$ cat src/sv/updt_ram.sv
// updt_ram: generic simple dual-port ram, one write and one registered read
// no dependencies
module updt_ram #(
  parameter int unsigned WIDTH = 8,
  parameter int unsigned DEPTH = 16
) (
  input  logic                     clk_i,
  input  logic                     we_i,
  input  logic [$clog2(DEPTH)-1:0] waddr_i,
  input  logic [WIDTH-1:0]         wdata_i,
  input  logic [$clog2(DEPTH)-1:0] raddr_i,
  output logic [WIDTH-1:0]         rdata_o
);

  logic [WIDTH-1:0] mem_q [DEPTH];
  logic [WIDTH-1:0] rdata_q;

  // write port
  always_ff @(posedge clk_i) begin
    if (we_i) begin
      mem_q[waddr_i] <= wdata_i;
    end
  end

  // registered read port
  always_ff @(posedge clk_i) begin
    rdata_q <= mem_q[raddr_i];
  end

  assign rdata_o = rdata_q;

endmodule

$ cat config.mk
export PLATFORM = sky130hd
export DESIGN_NAME = updt_ram
export DESIGN_NICKNAME = d
export VERILOG_FILES = /design/src/sv/updt_ram.sv
export SDC_FILE = /design/constraint.sdc
export NUM_CORES = 1
export LEC_CHECK = 0
export ABC_AREA = 1
export BUFFER_PORTS_ARGS = -buffer_cell sky130_fd_sc_hd__buf_2
export CAP_MARGIN = 25
export CELL_PAD_IN_SITES_DETAIL_PLACEMENT = 0
export CELL_PAD_IN_SITES_GLOBAL_PLACEMENT = 1
export CORE_ASPECT_RATIO = 0.8
export CORE_MARGIN = 2
export CORE_UTILIZATION = 25
export CTS_BUF_LIST = sky130_fd_sc_hd__clkbuf_8
export DETAILED_ROUTE_END_ITERATION = 10
export HOLD_SLACK_MARGIN = 0.15
export PLACE_DENSITY_LB_ADDON = 0.1
export SLEW_MARGIN = 20
export SYNTH_ARGS = -nofsm -noshare
export SYNTH_HDL_FRONTEND = slang
export SYNTH_SLANG_ARGS = --single-unit
$ cat constraint.sdc
create_clock -name clk_i -period 1.9 [get_ports clk_i]
set_clock_uncertainty 0.1 [all_clocks]
set_input_delay 0.57 -clock clk_i [delete_from_list [all_inputs] [get_ports clk_i]]
set_output_delay 0.57 -clock clk_i [all_outputs]
set_load 0.01 [all_outputs]
* Word-level counts from Yosys, hierarchy flattened
Memories as Yosys holds them, arrays and structs flattened. A register that Yosys moved wholly into a read port is not among the register bits.
Cells that the tools add are included.
** Word-level totals
- Bits in registers :: 0
- RAM bits :: 128
- Input bits :: 18
- Output and inout bits :: 8
- Memories kept :: 1
** Memory list
- mem_q :: depth 16, bits a word 8, read ports 1, clocked after Yosys merged registers in 1, write ports 1, line 15 : logic [WIDTH-1:0] mem_q [DEPTH];
** Cells by class
- Muxes and demuxes :: 2
** Operator list (number)
- 1-bit 2-to-1 mux :: 2

* Logic depth before layout (Yosys ltp)
Gate-level depths: netlist (run 1).
- Depth after elaboration :: 2
- Depth in mapped cells :: 8

* Least setup slack after synthesis (run 1)
Ideal clock, no wire load.
- Kind :: input port to flip-flop
- From :: input port waddr_i[2]
- To :: memory mem_q[10][0], enable pin
- Library setup time :: 0.370 ns
- Data arrival time :: 1.151 ns
- Required time :: 1.430 ns
- Slack :: 0.279 ns
- Cell stages on the path :: 2
- Buffers on the path :: 0
- Path through :: nand3b_1 > nor2_1
** RTL lines
- start, declared :: line 9 : input logic [$clog2(DEPTH)-1:0] waddr_i,
- end, declared :: line 15
Straight into the memory's write port.

* Worst setup path after layout (run 1)
- From :: register rdata_q[4], in the netlist rdata_o[4], read port of mem_q
- To :: output port rdata_o[4]
** RTL lines
- start, declared :: line 16 : logic [WIDTH-1:0] rdata_q;
- end, declared :: line 12 : output logic [WIDTH-1:0] rdata_o
No word-level cell between the ends.

==> flow_summary.toml, run 1 <==
[floorplan]
die_h_um = 140
design.core.area_um2 = 22600
die_area_um2 = 24300
boundaryPins = 26
initial_core_util_pct = 25.6
chipWidth_um = 174
placement_rows = 49

[yosys]
yosysMostFrequentCell = "sky130_fd_sc_hd__nand2_1"
number_of_nets_produced_by_synthesis = 569
ys_seq_elements = 136
synth.avg_cell_area_um2 = 10.5
synth.largest_area_cell = "sky130_fd_sc_hd__edfxtp_1"
synth_top_cells_by_area = "sky130_fd_sc_hd__edfxtp_1 67%, sky130_fd_sc_hd__nand2_1 11%, sky130_fd_sc_hd__nand3_1 8.4%"
synth_top_cells_by_count = "173 x sky130_fd_sc_hd__nand2_1, 128 x sky130_fd_sc_hd__edfxtp_1, 100 x sky130_fd_sc_hd__inv_1"
postSynth.asyncResetShare_pct = 0
number_of_standard_cells_after_synthesis = 551
yosysWarningCount = 0
number_of_synthesized_flops_with_an_enable_pin = 128
synth.yosys.seq_area_share_pct = 69.4
yosys_most_used_dff = "sky130_fd_sc_hd__edfxtp_1"
synth_top_cell_area_share_pct = 66.7
synth.lib_cells_used.distinct = 12
mappedNetlistArea_um2 = 5770

[critical_path]
crit_chain = "buf_2"
cp_slowest_stage_delay_ps = 440
critPathLaunchType = "flop"
cp-startpoint = "rdata_o[4]"
worstReg2RegStart = "mem_q[7][4]"
crit_path_top_delay_cell = "sky130_fd_sc_hd__dfxtp_1"
critPathBufInv = 1
critPathCaptureType = "output port"
r2r_cells = 6
cp_data_required_time_ps = 1230
worst_ep_arrival_time_ps = 1060
regToRegSetupSlack_ps = 700
crit_path_max_fanout = 1
worst_setup_path_class = "flop to output port"
worst_path_dominant_cell_family = "flip-flops"
r2r_end = "rdata_o[4]"

[power_and_ir_drop]
maximum_vdd_drop_mv = 0.376
p_leak_nw = 2.96
powerDensity_nw_per_um2 = 959

[timing]
finalSetupViolCount = 0
worst-slew-pin-transition_ps = 438
rsz0062_at_grt = "no"
max_freq_mhz = 580
slew_violations = 0
finalCriticalPeriod_ps = 1730
hold_violations = 0
final_critical_path_setup_slack_ps = 175
max_slew_margin_pct = 70.8
fin_setup_tns_ps = 0
fin_hold_ws_ps = 333
post-route-period-util_pct = 90.8

[layout]
drive_above_1_share_pct = 14.7
area_growth_pct = 20.5
layout.area.seq_um2 = 4000
footprint_of_the_multi_input_gates_um2 = 1210
number_of_diodes_added_for_antenna_fixing = 0
fin_util_pct = 30.8
final_net_count = 624
num-fill-cells = 2392

[grt]
antenna_found_initial = 2
grt_first_pass_wirelength_um = 24100
grt_remaining_overflow = 0
grt_use_total_pct = 13.9
vias_in_the_first_global_route = 3568
grt_max_degree = 33

[route]
route.detailed.vias_per_inst = 4.05
drt_drc_violations_left = 0
drt-pass1-iter-count = 5
avgRoutedWirePerCell_um = 17.7
finalWirelength_um = 16300
vias = 3742
drt_iter0_markers = 313
antenna_left = 0

[place]
port_buffers = 25
dp.final_hpwl_um = 10600
place.gp.congestion = 0.760
dp_worst_setup_slack_ps = -146

[cts]
cts_repair_resize_count = 0
root_buffer = "sky130_fd_sc_hd__clkbuf_8"
cts-root-to-sink-buffers = 2
cts_post_setup_buffers_inserted = 0
clock_insertion_delay_worst_skew_ps = 440
numCtsBuffers = 17
clk_pin_slew_ps = 70
clock_sink_count = 136
cts_tree = "yes"
cts.htree.levels = 4
cts_hold_buffers_added = 0

[worst_hold_path]
hold_path_end = "rdata_o[2]"
worstHoldStart = "raddr_i[3]"
hp-class = "primary input to flop"
min_path_cells = 3

[run_status]
status = "finished, final reports clean"

[run]
max_cap_violations = 0
stage by stage:
stage | instances | cell area (µm²) | power, mW
4_1_cts | 925 | 6950 | 6.76
6_report | 925 | 6950 | 6.66
3_3_place_gp | 893 | 6480 | 3.94
5_1_grt | 925 | 6950 | 6.94
3_5_place_dp | 893 | 6480 | 3.94
2_1_floorplan | 551 | 5770 | 3.68
worst max-delay path by stage:
stage                        end  slack, ps  cells after the start
floorplan           mem_q[10][0]        280                      2
global placement      rdata_o[4]       -140                      8
detailed placement    rdata_o[4]       -150                      8
CTS                   rdata_o[4]        140                      1
global route          rdata_o[4]        110                      1
finish                rdata_o[4]        170                      1
power breakdown:
part | total [mW] | leakage [nW] | switching [mW] | internal, mW
clock | 2.81 | 0.228 | 1.13 | 1.68
combinational | 0.484 | 1.51 | 0.325 | 0.159
sequential | 3.37 | 1.22 | 0.0228 | 3.35
total | 6.66 | 2.96 | 1.48 | 5.18
flip-flops by register name, summed over array words and instances, names as in the netlist:
register  count
rdata_o       8
mem_q       128
placed cells by master (no fill, tap or decap), drive strengths merged:
cell type	synthesis	final
nand2	173	173
nand3b	2	2
bufinv	0	6
clkbuf	0	17
nor2	17	17
edfxtp	128	128
dfxtp	8	8
inv	102	103
clkinv	0	5
buf	24	60
clkinvlp	0	3
nand3	97	97
kinds of logic after synthesis:
kind of cell  after synthesis  synth area share (%)
buf+inv                   126                  9.52
flops                     136                  69.4
simple gates              289                  21.0
metal layers:
| layer | part of all wire, % | global-route usage, % | vias up | wire (µm) |
|---|---|---|---|---|
| met1 | 53 | 21.0 | 1784 | 8610 |
| met5 | 0.073 | 0 | - | 12 |
| met2 | 42 | 19.7 | 70 | 6850 |
| li1 | - | - | 1880 | - |
| met4 | 0.81 | 3.23 | 2 | 133 |
| met3 | 4.5 | 3.72 | 6 | 734 |
cell type report:
type                            instances  area share (%)
Clock buffer                           17            3.37
Tap cell                              306            5.51
Multi-Input combinational cell        289            17.5
Inverter                              102            5.51
Timing Repair Buffer                   60            7.20
Sequential cell                       136            57.6
Clock inverter                         15            3.35
Power figures use the tool's default switching activity.
==> run 2, diff against run 1 <==
--- a/config.mk
+++ b/config.mk
@@ -16,7 +16,8 @@
 export CTS_BUF_LIST = sky130_fd_sc_hd__clkbuf_8
 export DETAILED_ROUTE_END_ITERATION = 10
 export HOLD_SLACK_MARGIN = 0.15
-export PLACE_DENSITY_LB_ADDON = 0.1
+export MAX_ROUTING_LAYER = met4
+export PLACE_DENSITY = 0.5
 export SLEW_MARGIN = 20
 export SYNTH_ARGS = -nofsm -noshare
 export SYNTH_HDL_FRONTEND = slang
==> run 2 against run 1 <==
First-iteration DRC count rose by 41%. Worst hold slack better by 18 ps. Count of clock-buffer cells in the layout is the same. Fmax up 1.0%. Cell count decreased by 0.65%. Combinational power is 4% lower. Critical path depth unchanged. Flip-flop and latch count did not move. Design area decreased by 3.7%. Die area did not move. Routed wire length shrank 3.0%. Clock power fell by 31%. Highest routed layer is now met4.
==> flow_summary.toml, run 2 (same netlist as run 1, synthesis figures left out) <==
[run_status]
status = "finished, final reports clean"

[route]
antenna_left = 0
drt_iter0_markers = 442
avgRoutedWirePerCell_um = 17.2
vias = 3819
route.detailed.vias_per_inst = 4.16
drt_drc_violations_left = 0
finalWirelength_um = 15800
drt-pass1-iter-count = 6

[grt]
grt_use_total_pct = 13.9
antenna_found_initial = 2
grt_first_pass_wirelength_um = 23600
grt_remaining_overflow = 0
vias_in_the_first_global_route = 3665
grt_max_degree = 37

[floorplan]
initial_core_util_pct = 25.6
die_h_um = 140
boundaryPins = 26
design.core.area_um2 = 22600
placement_rows = 49
chipWidth_um = 174
die_area_um2 = 24300

[cts]
clock_sink_count = 136
root_buffer = "sky130_fd_sc_hd__clkbuf_8"
numCtsBuffers = 17
cts_hold_buffers_added = 0
cts_post_setup_buffers_inserted = 0
cts_tree = "yes"
cts.htree.levels = 4
cts-root-to-sink-buffers = 2
clk_pin_slew_ps = 70
clock_insertion_delay_worst_skew_ps = 450
cts_repair_resize_count = 0

[layout]
mostFrequentLayoutCells = "173 x sky130_fd_sc_hd__nand2_1, 128 x sky130_fd_sc_hd__edfxtp_1, 103 x sky130_fd_sc_hd__inv_1, 97 x sky130_fd_sc_hd__nand3_1, 25 x sky130_fd_sc_hd__buf_2"
instances_no_fill = 919
registers.top_by_ff_count = "mem_q"
drive_above_1_share_pct = 13.1
final_cell_area_excluding_filler_cells_um2 = 6700
final_net_count = 618
final_common_cell = "sky130_fd_sc_hd__nand2_1"
largest_reg_flops = 128
fin_util_pct = 29.7
layout.area.seq_um2 = 4000
footprint_of_the_multi_input_gates_um2 = 1210
number_of_diodes_added_for_antenna_fixing = 0
num-fill-cells = 2435
area_growth_pct = 16.1

[timing]
max_slew_margin_pct = 71.9
final_critical_path_setup_slack_ps = 192
fin_hold_ws_ps = 352
hold_violations = 0
slew_violations = 0
post-route-period-util_pct = 89.9
finalSetupViolCount = 0
worst-slew-pin-transition_ps = 422
finalCriticalPeriod_ps = 1710
fin_setup_tns_ps = 0
max_freq_mhz = 586
rsz0062_at_grt = "no"

[critical_path]
worst_setup_path_class = "flop to output port"
critPathBufInv = 1
cp_slowest_stage_delay_ps = 420
crit_chain = "buf_2"
worst_ep_arrival_time_ps = 1040
critPathLaunchType = "flop"
worst_path_dominant_cell_family = "flip-flops"
crit_path_max_fanout = 1
cp_data_required_time_ps = 1230
critPathCaptureType = "output port"
crit_path_top_delay_cell = "sky130_fd_sc_hd__dfxtp_1"

[run]
max_cap_violations = 0

[place]
port_buffers = 25
place.gp.congestion = 0.793
placed_cells = 887
post_detailed_placement_cell_area_um2 = 6390
dp.final_hpwl_um = 10000
dp_worst_setup_slack_ps = 55.6

[power_and_ir_drop]
maximum_vdd_drop_mv = 0.371
fin_total_pwr_mw = 5.80
powerDensity_nw_per_um2 = 866
p_leak_nw = 2.85

[worst_hold_path]
hp-class = "primary input to flop"
[run 2: cell count changes in the layout (fill, tap and decap cells not counted)]
cell                        delta
sky130_fd_sc_hd__clkinv_4      -1
sky130_fd_sc_hd__inv_1         +2
sky130_fd_sc_hd__clkinv_1      +3
sky130_fd_sc_hd__bufinv_16     -6
sky130_fd_sc_hd__clkinv_2      +2
sky130_fd_sc_hd__buf_12        -4
sky130_fd_sc_hd__buf_4         -2
[run 2: layer usage]
| metal | track usage (%) | share of wire (%) | vias up |
|---|---|---|---|
| met5 | - | 0 | - |
| met4 | 3.41 | 1.0 | 0 |
| met3 | 3.58 | 4.4 | 12 |
| met2 | 18.6 | 41 | 80 |
| met1 | 20.7 | 53 | 1859 |
| li1 | - | - | 1868 |
[run 2: power breakdown]
group	total [mW]	leakage [nW]	switching (mW)	internal, mW
clock network	1.95	0.162	1.10	0.850
registers	3.38	1.22	0.0287	3.35
logic	0.465	1.46	0.323	0.142
[run 2: layout make-up]
| cell class | instances | area share (%) |
|---|---|---|
| Sequential cell | 136 | 59.8 |
| Timing Repair Buffer | 54 | 6.05 |
| Multi-Input combinational cell | 289 | 18.1 |
| Inverter | 102 | 5.72 |
| Tap cell | 306 | 5.72 |
| Clock buffer | 17 | 3.49 |
| Clock inverter | 15 | 1.08 |
[run 2: worst paths after layout]
check                     to  cells after the start        start  slack (ps)
hold reg to reg   rdata_o[2]                      6  mem_q[6][2]         580
hold / removal    rdata_o[4]                      3   raddr_i[3]         350
setup reg to reg  rdata_o[5]                      6  mem_q[6][5]         680
setup / recovery  rdata_o[5]                      1   rdata_o[5]         190
